--- src/mpwm_pkg.sv ---
// Package for the multi-pattern word matcher: sizes, register indexes,
// shared types and the character helpers.
// No dependencies.
package mpwm_pkg;

    localparam int NUM_PATTERNS  = 4;
    localparam int PATTERN_LEN   = 4;
    localparam int REPORT_LIMIT  = 11;

    localparam int CHAR_W        = 8;
    localparam int WORD_W        = 16;
    localparam int PIDX_W        = 2;
    localparam int PCOUNT_W      = 3;
    localparam int PLEN_W        = 3;
    localparam int PAT_W         = 4 * CHAR_W + PLEN_W;
    localparam int CFG_IDX_W     = 3;
    localparam int CFG_DATA_W    = PAT_W;
    localparam int RCOUNT_W      = 4;
    localparam int HIST_DEPTH    = PATTERN_LEN - 1;
    localparam int HIST_LEN_W    = $clog2(PATTERN_LEN);
    localparam int QDEPTH        = 4;
    localparam int QPTR_W        = $clog2(QDEPTH);
    localparam int QCNT_W        = QPTR_W + 1;

    localparam logic [WORD_W-1:0]   WORD_MAX   = {WORD_W{1'b1}};
    localparam logic [RCOUNT_W-1:0] RLIMIT     = RCOUNT_W'(REPORT_LIMIT);
    localparam logic [PCOUNT_W-1:0] PCOUNT_MAX = PCOUNT_W'(NUM_PATTERNS);

    // register indexes on the configuration port
    localparam logic [CFG_IDX_W-1:0] REG_PATTERN_COUNT = 3'd0;
    localparam logic [CFG_IDX_W-1:0] REG_PATTERN_A     = 3'd1;
    localparam logic [CFG_IDX_W-1:0] REG_PATTERN_B     = 3'd2;
    localparam logic [CFG_IDX_W-1:0] REG_PATTERN_C     = 3'd3;
    localparam logic [CFG_IDX_W-1:0] REG_PATTERN_D     = 3'd4;

    // input command codes
    localparam logic CMD_CHAR     = 1'b0;
    localparam logic CMD_END_WORD = 1'b1;

    typedef logic [PAT_W-1:0] t_pattern;

    typedef struct packed {
        logic [PCOUNT_W-1:0]               pattern_count;
        logic [NUM_PATTERNS-1:0][PAT_W-1:0] patterns;
    } t_cfg;

    typedef struct packed {
        logic [NUM_PATTERNS-1:0] mask;
        logic [WORD_W-1:0]       word;
    } t_entry;

    typedef struct packed {
        logic full;
        logic empty;
    } t_queue_status;

    // fold A-Z to lower case, leave every other code alone
    function automatic logic [CHAR_W-1:0] to_lower(input logic [CHAR_W-1:0] c);
        if (c >= 8'd65 && c <= 8'd90) begin
            return c + 8'd32;
        end
        return c;
    endfunction

    function automatic logic is_punct(input logic [CHAR_W-1:0] c);
        return (c >= 8'd33 && c <= 8'd47) || (c >= 8'd58 && c <= 8'd64) ||
               (c >= 8'd91 && c <= 8'd96) || (c >= 8'd123 && c <= 8'd126);
    endfunction

endpackage

--- src/multi_pattern_word_matcher_core.sv ---
// Top level of the multi-pattern word matcher: configuration registers,
// input register, scan logic and result queue. Depends on mpwm_pkg,
// mpwm_scan and mpwm_queue.
//
//  channel  direction  handshake                    payload
//  in       to core    i_in_valid / o_in_ready      i_cmd, i_ch
//  out      from core  o_out_valid / i_out_ready    o_pattern_index, o_word_number, o_last
//  cfg      to core    i_cfg_we (no wait)           i_cfg_index, i_cfg_data
//
// An item is taken into the input register and scanned against all patterns
// once the result queue has room; its matches land in that four-entry queue:
// one item per cycle while the queue is not full. The queue hands out one
// match per cycle while the output port is ready, so items with several
// matches slow the input only once the queue fills and the output port sets the pace.
// Reset (synchronous, active low) clears the word state, report counts and
// configuration; no clearing pass is needed.
module multi_pattern_word_matcher_core (
    input  logic                              i_clk,
    input  logic                              i_rst_n,
    input  logic                              i_cfg_we,
    input  logic [mpwm_pkg::CFG_IDX_W-1:0]    i_cfg_index,
    input  logic [mpwm_pkg::CFG_DATA_W-1:0]   i_cfg_data,
    input  logic                              i_in_valid,
    output logic                              o_in_ready,
    input  logic                              i_cmd,
    input  logic [mpwm_pkg::CHAR_W-1:0]       i_ch,
    output logic                              o_out_valid,
    input  logic                              i_out_ready,
    output logic [mpwm_pkg::PIDX_W-1:0]       o_pattern_index,
    output logic [mpwm_pkg::WORD_W-1:0]       o_word_number,
    output logic                              o_last
);
    import mpwm_pkg::*;

    t_cfg              r_cfg, n_cfg;
    logic              r_in_valid, n_in_valid;
    logic              r_cmd;
    logic [CHAR_W-1:0] r_ch;

    logic              w_fire, w_accept;
    t_entry            w_entry;
    t_queue_status     w_qstat;

    // write configuration registers; unknown indexes are dropped
    always_comb begin
        n_cfg = r_cfg;
        if (i_cfg_we) begin
            case (i_cfg_index)
                REG_PATTERN_COUNT: n_cfg.pattern_count = i_cfg_data[PCOUNT_W-1:0];
                REG_PATTERN_A:     n_cfg.patterns[0]   = i_cfg_data[PAT_W-1:0];
                REG_PATTERN_B:     n_cfg.patterns[1]   = i_cfg_data[PAT_W-1:0];
                REG_PATTERN_C:     n_cfg.patterns[2]   = i_cfg_data[PAT_W-1:0];
                REG_PATTERN_D:     n_cfg.patterns[3]   = i_cfg_data[PAT_W-1:0];
                default:           n_cfg = r_cfg;
            endcase
        end
    end

    // scan the held item when the queue has room
    assign w_fire     = r_in_valid && !w_qstat.full;
    assign o_in_ready = !r_in_valid || w_fire;
    assign w_accept   = i_in_valid && o_in_ready;

    always_comb begin
        if (w_accept) begin
            n_in_valid = 1'b1;
        end else if (w_fire) begin
            n_in_valid = 1'b0;
        end else begin
            n_in_valid = r_in_valid;
        end
    end

    always_ff @(posedge i_clk) begin
        if (!i_rst_n) begin
            r_cfg      <= '0;
            r_in_valid <= 1'b0;
        end else begin
            r_cfg      <= n_cfg;
            r_in_valid <= n_in_valid;
        end
    end

    // hold the accepted item
    always_ff @(posedge i_clk) begin
        if (w_accept) begin
            r_cmd <= i_cmd;
            r_ch  <= i_ch;
        end
    end

    mpwm_scan u_scan (
        .i_clk   (i_clk),
        .i_rst_n (i_rst_n),
        .i_cfg   (r_cfg),
        .i_fire  (w_fire),
        .i_cmd   (r_cmd),
        .i_ch    (r_ch),
        .o_entry (w_entry)
    );

    mpwm_queue u_queue (
        .i_clk           (i_clk),
        .i_rst_n         (i_rst_n),
        .i_push          (w_fire && (w_entry.mask != '0)),
        .i_entry         (w_entry),
        .o_status        (w_qstat),
        .o_valid         (o_out_valid),
        .i_ready         (i_out_ready),
        .o_pattern_index (o_pattern_index),
        .o_word_number   (o_word_number),
        .o_last          (o_last)
    );

`ifndef NO_ASSERTIONS
    a_fire_held: assert property (@(posedge i_clk) disable iff (!i_rst_n)
        w_fire |-> r_in_valid)
        else $error("scan fired without a held item");

    a_stall_holds: assert property (@(posedge i_clk) disable iff (!i_rst_n)
        (r_in_valid && !w_fire) |=> r_in_valid)
        else $error("held item lost while the queue was full");

    a_empty_out: assert property (@(posedge i_clk) disable iff (!i_rst_n)
        w_qstat.empty |-> !o_out_valid)
        else $error("result shown while the queue is empty");
`endif

endmodule

--- src/mpwm_scan.sv ---
// Word and segment tracking, character history and the parallel pattern
// compares for one registered item. Depends on mpwm_pkg.
module mpwm_scan (
    input  logic                          i_clk,
    input  logic                          i_rst_n,
    input  mpwm_pkg::t_cfg                i_cfg,
    input  logic                          i_fire,
    input  logic                          i_cmd,
    input  logic [mpwm_pkg::CHAR_W-1:0]   i_ch,
    output mpwm_pkg::t_entry              o_entry
);
    import mpwm_pkg::*;

    logic [HIST_DEPTH-1:0][CHAR_W-1:0] r_hist, n_hist;
    logic [HIST_LEN_W-1:0]             r_hist_len, n_hist_len;
    logic [WORD_W-1:0]                 r_word, n_word;
    logic                              r_in_word, n_in_word;
    logic                              r_split_done, n_split_done;
    logic                              r_split_pending, n_split_pending;
    logic [NUM_PATTERNS-1:0][RCOUNT_W-1:0] r_counts, n_counts;

    logic [CHAR_W-1:0]       w_c;
    logic                    w_sd, w_sp, w_split_now, w_bump;
    logic [HIST_LEN_W-1:0]   w_hlen;
    logic [WORD_W-1:0]       w_word;
    logic [PCOUNT_W-1:0]     w_active;
    logic [NUM_PATTERNS-1:0] w_hit;

    // effective segment state once a new word has been opened
    always_comb begin
        w_c         = to_lower(i_ch);
        w_sd        = r_in_word & r_split_done;
        w_sp        = r_in_word & r_split_pending;
        w_hlen      = r_in_word ? r_hist_len : '0;
        w_split_now = (i_cmd == CMD_CHAR) && !w_sd && is_punct(w_c);
        if (i_cmd == CMD_END_WORD) begin
            w_bump = r_in_word & r_split_pending;
        end else begin
            w_bump = !r_in_word || (w_sp && !w_split_now);
        end
        w_word   = (w_bump && r_word != WORD_MAX) ? r_word + 1'b1 : r_word;
        w_active = (i_cfg.pattern_count > PCOUNT_MAX) ? PCOUNT_MAX : i_cfg.pattern_count;
    end

    // compare every pattern against the current character and history
    always_comb begin
        logic [PLEN_W-1:0] len;
        logic [CHAR_W-1:0] pc, tc;
        logic [1:0]        pos;
        logic              ok;
        for (int j = 0; j < NUM_PATTERNS; j++) begin
            len = i_cfg.patterns[j][PAT_W-1 -: PLEN_W];
            ok  = (len != '0) && (len <= PLEN_W'(PATTERN_LEN)) && (len <= 3'd4) &&
                  ({1'b0, PLEN_W'(w_hlen)} + 4'd1 >= {1'b0, len});
            for (int k = 0; k < PATTERN_LEN; k++) begin
                pos = 2'(len - 3'd1 - 3'(k));
                pc  = to_lower(i_cfg.patterns[j][pos*CHAR_W +: CHAR_W]);
                tc  = (k == 0) ? w_c : r_hist[(k == 0) ? 0 : k - 1];
                if (3'(k) < len && pc != tc) begin
                    ok = 1'b0;
                end
            end
            w_hit[j] = ok && (i_cmd == CMD_CHAR) && !w_split_now &&
                       (PCOUNT_W'(j) < w_active) && (r_counts[j] < RLIMIT);
        end
    end

    assign o_entry.mask = w_hit;
    assign o_entry.word = w_word;

    // next segment state
    always_comb begin
        n_hist          = r_hist;
        n_hist_len      = r_hist_len;
        n_word          = r_word;
        n_in_word       = r_in_word;
        n_split_done    = r_split_done;
        n_split_pending = r_split_pending;
        n_counts        = r_counts;
        if (i_fire) begin
            n_word = w_word;
            if (i_cmd == CMD_END_WORD) begin
                n_in_word       = 1'b0;
                n_split_done    = 1'b0;
                n_split_pending = 1'b0;
                n_hist_len      = '0;
            end else if (w_split_now) begin
                n_in_word       = 1'b1;
                n_split_done    = 1'b1;
                n_split_pending = 1'b1;
                n_hist_len      = '0;
            end else begin
                n_in_word       = 1'b1;
                n_split_done    = w_sd;
                n_split_pending = 1'b0;
                for (int k = HIST_DEPTH - 1; k > 0; k--) begin
                    n_hist[k] = r_hist[k-1];
                end
                n_hist[0]  = w_c;
                n_hist_len = (w_hlen < HIST_LEN_W'(HIST_DEPTH)) ? w_hlen + 1'b1 : w_hlen;
                for (int j = 0; j < NUM_PATTERNS; j++) begin
                    if (w_hit[j]) begin
                        n_counts[j] = r_counts[j] + 1'b1;
                    end
                end
            end
        end
    end

    always_ff @(posedge i_clk) begin
        if (!i_rst_n) begin
            r_hist          <= '0;
            r_hist_len      <= '0;
            r_word          <= '0;
            r_in_word       <= 1'b0;
            r_split_done    <= 1'b0;
            r_split_pending <= 1'b0;
            r_counts        <= '0;
        end else begin
            r_hist          <= n_hist;
            r_hist_len      <= n_hist_len;
            r_word          <= n_word;
            r_in_word       <= n_in_word;
            r_split_done    <= n_split_done;
            r_split_pending <= n_split_pending;
            r_counts        <= n_counts;
        end
    end

endmodule

--- src/mpwm_queue.sv ---
// Result queue: holds match masks with their word number and hands out one
// match per ready cycle in rising pattern order. Depends on mpwm_pkg.
module mpwm_queue (
    input  logic                          i_clk,
    input  logic                          i_rst_n,
    input  logic                          i_push,
    input  mpwm_pkg::t_entry              i_entry,
    output mpwm_pkg::t_queue_status       o_status,
    output logic                          o_valid,
    input  logic                          i_ready,
    output logic [mpwm_pkg::PIDX_W-1:0]   o_pattern_index,
    output logic [mpwm_pkg::WORD_W-1:0]   o_word_number,
    output logic                          o_last
);
    import mpwm_pkg::*;

    t_entry                  r_mem [QDEPTH];
    logic [QPTR_W-1:0]       r_wr_ptr, n_wr_ptr;
    logic [QPTR_W-1:0]       r_rd_ptr, n_rd_ptr;
    logic [QCNT_W-1:0]       r_count, n_count;
    logic [NUM_PATTERNS-1:0] r_done, n_done;

    t_entry                  w_head;
    logic [NUM_PATTERNS-1:0] w_rem, w_pick;
    logic [PIDX_W-1:0]       w_idx;
    logic                    w_pop, w_take;

    assign o_status.full  = (r_count == QCNT_W'(QDEPTH));
    assign o_status.empty = (r_count == '0);

    // pick the lowest pattern still owed by the head entry
    always_comb begin
        w_head = r_mem[r_rd_ptr];
        w_rem  = w_head.mask & ~r_done;
        w_pick = '0;
        w_idx  = '0;
        for (int j = NUM_PATTERNS - 1; j >= 0; j--) begin
            if (w_rem[j]) begin
                w_pick = NUM_PATTERNS'(1) << j;
                w_idx  = PIDX_W'(j);
            end
        end
    end

    assign o_valid         = !o_status.empty;
    assign o_pattern_index = w_idx;
    assign o_word_number   = w_head.word;
    assign o_last          = ((w_rem & ~w_pick) == '0);

    assign w_take = o_valid && i_ready;
    assign w_pop  = w_take && o_last;

    // advance pointers, count and the per-entry done bits
    always_comb begin
        n_wr_ptr = i_push ? r_wr_ptr + 1'b1 : r_wr_ptr;
        n_rd_ptr = w_pop ? r_rd_ptr + 1'b1 : r_rd_ptr;
        n_count  = r_count + QCNT_W'(i_push) - QCNT_W'(w_pop);
        if (w_pop) begin
            n_done = '0;
        end else if (w_take) begin
            n_done = r_done | w_pick;
        end else begin
            n_done = r_done;
        end
    end

    always_ff @(posedge i_clk) begin
        if (!i_rst_n) begin
            r_wr_ptr <= '0;
            r_rd_ptr <= '0;
            r_count  <= '0;
            r_done   <= '0;
        end else begin
            r_wr_ptr <= n_wr_ptr;
            r_rd_ptr <= n_rd_ptr;
            r_count  <= n_count;
            r_done   <= n_done;
        end
    end

    // store entries; payload needs no reset
    always_ff @(posedge i_clk) begin
        if (i_push) begin
            r_mem[r_wr_ptr] <= i_entry;
        end
    end

`ifndef NO_ASSERTIONS
    a_count_bound: assert property (@(posedge i_clk) disable iff (!i_rst_n)
        r_count <= QCNT_W'(QDEPTH))
        else $error("result queue count above depth");

    a_no_push_full: assert property (@(posedge i_clk) disable iff (!i_rst_n)
        i_push |-> !o_status.full)
        else $error("push into a full result queue");

    a_head_owes: assert property (@(posedge i_clk) disable iff (!i_rst_n)
        o_valid |-> (w_rem != '0))
        else $error("head entry has no match left to report");

    a_done_clear: assert property (@(posedge i_clk) disable iff (!i_rst_n)
        w_pop |=> (r_done == '0))
        else $error("done bits not cleared after the last match of an entry");
`endif

endmodule

--- config.mk ---
export PLATFORM = sky130hd
export DESIGN_NAME = multi_pattern_word_matcher_core
export DESIGN_NICKNAME = d
export VERILOG_FILES = /design/src/mpwm_pkg.sv /design/src/multi_pattern_word_matcher_core.sv /design/src/mpwm_scan.sv /design/src/mpwm_queue.sv
export SDC_FILE = /design/constraint.sdc
export NUM_CORES = 1
export LEC_CHECK = 0
export BUFFER_PORTS_ARGS = -buffer_cell sky130_fd_sc_hd__buf_4
export CAP_MARGIN = 20
export CORE_AREA = 2 2 199 201
export DETAILED_ROUTE_END_ITERATION = 7
export DIE_AREA = 0 0 201 203
export GPL_TIMING_DRIVEN = 0
export HOLD_SLACK_MARGIN = 0.05
export PLACE_DENSITY = 0.66
export SETUP_SLACK_MARGIN = 0.5
export SYNTH_ARGS = -nofsm -noshare
export SYNTH_HDL_FRONTEND = slang
export SYNTH_SLANG_ARGS = --single-unit
--- constraint.sdc ---
create_clock -name i_clk -period 7.75 [get_ports i_clk]
set_clock_uncertainty 0.2 [all_clocks]
set_input_delay 0 -clock i_clk [delete_from_list [all_inputs] [get_ports i_clk]]
set_output_delay 0 -clock i_clk [all_outputs]
set_load 0.01 [all_outputs]
=== Word-level counts from Yosys, hierarchy flattened ===
Memory sizes are Yosys's and may differ from the RTL's. A register that Yosys moved wholly into a read port is not among the register bits.
Index checks and enable logic that the tools add are counted.

* Reductions and logical operators: 105
* Shifts and indexed selects: 16
* Muxes and demuxes: 93
* Bitwise operators: 10
* Add/sub/neg operators: 44
* Equality and inequality tests: 22
* Order comparisons: 76

{| class="wikitable"
|+ Operator list
! kind !! count
|-
| indexed part select 35 x 6 -> 8 bit || 16
|-
| two-way mux 8 bit || 34
|-
| less-or-equal comparator 8 x 7 -> 1 bit, second input constant || 20
|-
| greater-or-equal comparator 8 x 7 -> 1 bit, second input constant || 19
|-
| adder 8 x 6 -> 8 bit, second input constant || 17
|-
| inequality test 8 bit || 16
|-
| logical AND 1 bit || 74
|-
| two-way mux 1 bit || 43
|-
| less-than comparator 1 x 3 -> 1 bit, first input constant || 10
|-
| less-than comparator 2 x 3 -> 1 bit, first input constant || 10
|-
| two-way mux 2 bit || 10
|-
| adder 16 x 1 -> 16 bit, second input constant || 1
|-
| adder 4 x 1 -> 4 bit, second input constant || 4
|-
| greater-or-equal comparator 8 x 6 -> 1 bit, second input constant || 2
|-
| less-than comparator 4 bit, second input constant || 4
|-
| two-way mux 16 bit || 1
|-
| two-way mux 4 bit || 4
|-
| inequality test 16 bit, second input constant || 1
|-
| AND reduction 4 bit || 4
|-
| subtractor 2 x 1 -> 2 bit, second input constant || 8
|-
| subtractor 2 bit, second input constant || 8
|-
| greater-or-equal comparator 3 bit || 4
|-
| less-or-equal comparator 3 bit, second input constant || 4
|-
| nonzero test 3 bit || 4
|-
| 25 further kinds || 48
|}

* Register bits: 225
* Bits in writable memories: 80
* Logic and storage cells: 391
* Memories: 1
* Output and inout port bits: 21
* Bits of input ports: 52

{| class="wikitable"
|+ Memories
! memory !! depth !! width !! read ports !! clocked after memory_dff !! wr ports !! line !! RTL
|-
| u_queue.r_mem || 4 || 20 || 1 || 1 || 1 || mpwm_queue.sv:17 || <nowiki>t_entry r_mem [QDEPTH];</nowiki>
|}

=== Longest topological paths before layout ===
* Depth in word-level cells: 20
* Depth in mapped cells: 27
* Depth with buffers taken out: 21

=== By module ===
Synthesis repeated with hierarchy kept, for this count alone.

* Cells, all modules: 1802
* Area, all modules: 19233.4 um2

{| class="wikitable"
|+ By module, submodules not included
! module !! area each (um2) !! instances !! seq. area each (um2) !! cells each
|-
| mpwm_scan || 10024.6 || 1 || 1221.2 || 1101
|-
| multi_pattern_word_matcher_core || 5580.4 || 1 || 3153.0 || 521
|-
| mpwm_queue || 3628.5 || 1 || 2662.6 || 180
|}

=== Least setup slack after synthesis ===
OpenSTA, ideal clock, no wires.

* Kind: register -> register
* From: reg r_cfg[137] (netlist name)
* To: reg u_queue.r_count[2]
* Period minus slack after synthesis: 5586 ps
* Path buffers: 5
* Data required time: 7435 ps
* Data arrival time: 5271 ps
* Library setup time: 115 ps
* Setup slack: 2164 ps
* Stages on the path, launching flop included: 27
* Cells stage by stage: dfxtp_1 -> buf_4 -> buf_4 -> buf_2 -> inv_1 -> ha_1 -> buf_2 -> buf_2 -> mux4_2 -> ha_1 -> nor2b_1 -> mux2i_1 -> nand4_1 -> nor4b_1 -> mux2i_1 -> nor4_1 -> o221ai_1 -> o211ai_2 -> o21ai_4 -> ha_1 -> inv_1 -> ha_1 -> inv_1 -> fa_1 -> xnor2_1 -> xnor2_1 -> and2_1

* Cells in the longest elaborated chain, start to end: 20
* Elaborated cells on any way between the ends: 66
* Classes of those cells: add/sub (10); order compare (14); eq/ne (4); shift (4); mux (16); reduce/logical (18)

{| class="wikitable"
|+ RTL lines
! element !! line !! RTL
|-
| start, declared || multi_pattern_word_matcher_core.sv:35 || <nowiki>t_cfg r_cfg, n_cfg;</nowiki>
|-
| start signal, assigned || multi_pattern_word_matcher_core.sv:79 || <nowiki>r_cfg <= n_cfg;</nowiki>
|-
| subtractor 2 x 1 -> 2 bit || mpwm_scan.sv:56 || <nowiki>pos = 2'(len - 3'd1 - 3'(k));</nowiki>
|-
| subtractor 2 x 1 -> 2 bit / indexed part select 35 x 6 -> 8 bit (equally long branches) || mpwm_scan.sv:56, mpwm_scan.sv:57 ||
|-
| indexed part select 35 x 6 -> 8 bit, or another cell as far along || mpwm_scan.sv:57 || <nowiki>pc = to_lower(i_cfg.patterns[j][pos*CHAR_W +: CHAR_W]);</nowiki>
|-
| greater-or-equal comparator 8 x 7 -> 1 bit, or another cell as far along || mpwm_pkg.sv:59 || <nowiki>if (c >= 8'd65 && c <= 8'd90) begin</nowiki>
|-
| logical AND 1 bit / two-way mux 1 bit (equally long branches) || mpwm_pkg.sv:59 ||
|-
| two-way mux 1 bit / two-way mux 8 bit (equally long branches) || mpwm_pkg.sv:59, mpwm_pkg.sv:62 ||
|-
| two-way mux 8 bit / inequality test 8 bit (equally long branches) || mpwm_pkg.sv:62, mpwm_scan.sv:59 ||
|-
| inequality test 8 bit / logical AND 1 bit (equally long branches) || mpwm_scan.sv:59 || <nowiki>if (3'(k) < len && pc != tc) begin</nowiki>
|-
| logical AND 1 bit / two-way mux 1 bit (equally long branches) || mpwm_scan.sv:59 ||
|-
| two-way mux 1 bit (2 in a row) || mpwm_scan.sv:59 ||
|-
| two-way mux 1 bit * || mpwm_scan.sv:59 ||
|-
| logical AND 1 bit * (3 in a row) || mpwm_scan.sv:63 || <nowiki>w_hit[j] = ok && (i_cmd == CMD_CHAR) && !w_split_now &&</nowiki>
|-
| logical AND 1 bit * || mpwm_scan.sv:64 || <nowiki>(PCOUNT_W'(j) < w_active) && (r_counts[j] < RLIMIT);</nowiki>
|-
| nonzero test 4 bit * || multi_pattern_word_matcher_core.sv:105 || <nowiki>.i_push (w_fire && (w_entry.mask != '0)),</nowiki>
|-
| logical AND 1 bit * || multi_pattern_word_matcher_core.sv:105 ||
|-
| adder 3 x 1 -> 3 bit * || mpwm_queue.sv:57 || <nowiki>n_count = r_count + QCNT_W'(i_push) - QCNT_W'(w_pop);</nowiki>
|-
| subtractor 3 x 1 -> 3 bit * || mpwm_queue.sv:57 ||
|-
| end signal, assigned || mpwm_queue.sv:76 || <nowiki>r_count <= n_count;</nowiki>
|-
| end, declared || mpwm_queue.sv:20 || <nowiki>logic [QCNT_W-1:0] r_count, n_count;</nowiki>
|}

Mark *: on every way between the ends. The rest lies on a longest branch, timed or not. The select of a mux whose other input is x is not followed.
A chain may end at the register's enable or synchronous reset.

=== Final worst setup path ===
Same ends and word-level chain as after synthesis.

==> results.md <==
- Status: finished, final reports clean
- Slew HR: 30.2%
- Post-CTS setup buffers: 0
- Sequential Area: around 0.007 mm^2
- GRT Util Overall: between 30% and 40%
- Synth area leaders: dfxtp_1 (23%), mux4_2 (16%), edfxtp_1 (14%)
- Max Freq: about 150 MHz
- CP endpoint kind: flop
- Clk root buf: clkbuf_16
- Final hold vios: 0
- Post-route DRC violation count: 0
- Multi-input logic area: 0.0113 mm^2
- DR iter-0 viols: 1474
- Total of max-cap violations: 0
- Synth Area in Compound Gates: 13.0%
- Leak Pwr: around 8 nW
- Worst VDD drop: around 0.14 mV
- Synth cell types: slightly above 90
- WL final: between 60000 and 70000 um
- Mapped cell area: between 0.015 and 0.02 mm^2
- Post-synthesis mux area share: roughly a fifth
- P per Cell Area: 182 mW/mm^2
- Tcrit/Tclk final: 87.7%
- Total number of vias: 15900
- Antenna violations before repair: 0
- Min Tclk post-route: ~6.8 ns
- Die H: around 200 um
- RSZ-0062 raised after global routing: no
- Final Instance Area: roughly 0.022 mm^2
- Post-place instance area: between 0.02 and 0.025 mm^2
- EDFF count, synth: roughly 90
- Power, Total: roughly 0.0041 W
- Worst Path Arrival: 7.04 ns
- Vias in the first global route: 15300
- First-pass GRT wire length: about 90000 um
- Initial core utilization: 49.9%
- Net Sw Frac: between 20% and 30%
- Synth Flop Type: dfxtp_1
- Crit start category: flop
- Int Power: approximately 0.0030 W
- Most frequent cells after synthesis: nand2_1 (393), dfxtp_1 (218), a21boi_0 (172)
- Drt first pass iters: 8
- Fillcell total: 3303
- Ys Warns: 0
- Sequential area share after synthesis: between 30% and 40%
- Crit path required time: between 7 and 8 ns
- Dpl hpwl: about 45000 um
- Post-Synth XOR/XNOR Area: roughly 7.6%
- Vias per cell: slightly above 6
- Critical setup path kind: flop to flop
- Share of the synthesized area in the top cell type: between 20% and 30%
- Clock transition at path regs: approximately 0.06 ns
- Diode count: 0
- Max-slew violations: 0
- Grt total ovfl: 0
- Combinational group share of total power: approximately 15%
- Synth async-reset ratio: 0%
- Die width: between 200 and 250 um
- Post-Syn Instances: between 1500 and 2000
- Core area: 0.0385 mm^2
- Sw Pwr: approximately 0.0011 W
- Worst hold path type: primary input to flop
- H-tree Lvls: 2
- Antenna viol nets, final: 0
- Rows: 72
- Post-Synth Simple-Gate Area: 16.5%
- Synthesized flop and latch total: a little over 300
- Largest family of logic cells by synthesized area: multiplexers
- Register share of total power: between 40% and 50%
- IO Pins: 73
- Syn avg cell area: just over 10 um^2
- Drt wl/cell: 23.6 um
- IO buf count: slightly above 70
- Yosys top cell by area: dfxtp_1
- Net Count, Synth: 1990
- Clk sinks: 307
- Total CTS buffers: 34
- Sum Neg Setup Slack: 0 ns
- Most frequent cell after synthesis: nand2_1
- Worst-margin pin slew: between 1 and 1.5 ns
- Area growth from synthesis to layout: 16.5%
- TritonCTS clock tree: done
- Crit path max fanout: 10
- CTS max path bufs: 3
- Largest net degree at the start of global routing: 17
- Clk_lat worst skew: 0.56 ns
- Layout cells sized above 1: 17.0%
- Clk pwr share: a little over two fifths
- Synth Area in Adders: under 10%
- Layout Utilization: 58.1%
- Setup Viol. Count Final: 0
- NumNets Final: roughly 2200
- Die Footprint: 0.0408 mm^2
- GP Congestion: around 0.97
-- metal layers --
metal  global-route usage, %  wire (um)  vias to the layer above
met3                    6.97       6220                      170
li1                        -          -                     7218
met2                    48.9      27700                      775
met5                       0          0                        -
met4                    17.5       4020                        0
met1                    37.7      23800                     7706
-- registers in the layout, indices dropped and copies added (netlist names), 3 cells and up, named ones only --
register / cells
r_cfg: 143
u_queue.r_count: 3
u_scan.r_word: 16
r_ch: 8
u_scan.r_counts: 16
u_queue.r_done: 4
u_queue.r_mem: 80
u_scan.r_hist: 24
-- metrics by stage --
stage / worst slack [ns] / std cells / hold WS [ns]
after floorplan: 2.16 / 1889 / -0.101
after global placement: 0.509 / 2478 / -0.0214
after detailed placement: 0.794 / 2485 / -0.0205
after CTS: 0.797 / 2616 / 0.105
after global routing: 0.561 / 2616 / 0.139
final: 0.951 / 2616 / 0.119
-- power groups by stage --
| stage | Sequential, W | Combinational [W] | Clock, W |
|---|---|---|---|
| finish | 0.00172 | 0.000624 | 0.00173 |
| global route | 0.00173 | 0.000666 | 0.00181 |
| CTS | 0.00172 | 0.000616 | 0.00175 |
| detailed placement | 0.00176 | 0.000589 | 0 |
| global placement | 0.00175 | 0.000576 | 0 |
| floorplan | 0.00174 | 0.000384 | 0 |
-- cell usage in the layout, fill, tap and decap left out, types with 63 or more instances in the layout --
master / synthesis / routed
xnor2_1: 97 / 97
a21boi_0: 172 / 172
buf_4: 8 / 80
edfxtp_1: 89 / 89
nor2_1: 67 / 63
dlygate4sd3_1: 0 / 70
nand2_1: 393 / 393
mux4_2: 137 / 137
dfxtp_1: 218 / 218
clkbuf_1: 81 / 85
-- cell families (layout without fill, tap and decap cells) --
kind of cell | after synthesis | count (layout)
fa+ha+maj | 50 | 50
simple gates | 687 | 687
compound gates | 336 | 336
flops | 307 | 307
mux | 175 | 175
xor+xnor | 161 | 161
buf+inv | 173 | 382
-- layout make-up --
cell class	instances	area share (%)
Multi-Input combinational cell	1409	50.7
Sequential cell	307	31.5
Timing Repair Buffer	148	5.88
Clock buffer	47	4.48
Buffer	128	2.92
Tap cell	518	2.90
Clock inverter	14	0.851
Inverter	45	0.756
-- final timing paths --
check | cells after the start | slack [ns] | start | to
max | 26 | 0.95 | r_cfg[137] | u_queue.r_count[2]
max reg2reg | 26 | 0.95 | r_cfg[137] | u_queue.r_count[2]
min | 4 | 0.12 | i_in_valid | r_in_valid
min reg2reg | 2 | 0.26 | u_queue.r_done[2] | u_queue.r_done[2]
-- worst max-delay path, stage by stage (launching register included) --
cell and delay [ns]:
dfxtp_1 0.36, buf_4 0.22, buf_4 0.24, buf_2 0.29, inv_1 0.14, ha_1 0.30
buf_2 0.18, buf_2 0.33, mux4_2 0.62, ha_1 0.33, nor2b_1 0.13, mux2i_1 0.15
nand4_1 0.14, nor4_1 0.34, mux2i_1 0.23, nor4_1 0.50, o221ai_2 0.32, o211ai_2 0.20
o21ai_4 0.14, ha_1 0.30, inv_1 0.06, ha_1 0.13, inv_1 0.04, fa_1 0.37
xnor2_1 0.15, xnor2_1 0.12, and2_1 0.15
-- timing repair --
action	in CTS	in global routing
hold buffers	70	0
hold endpoints to repair	181	0
resized for setup	0	1
setup endpoints to repair	0	1
No activity file was read; power rests on OpenSTA's default activity.
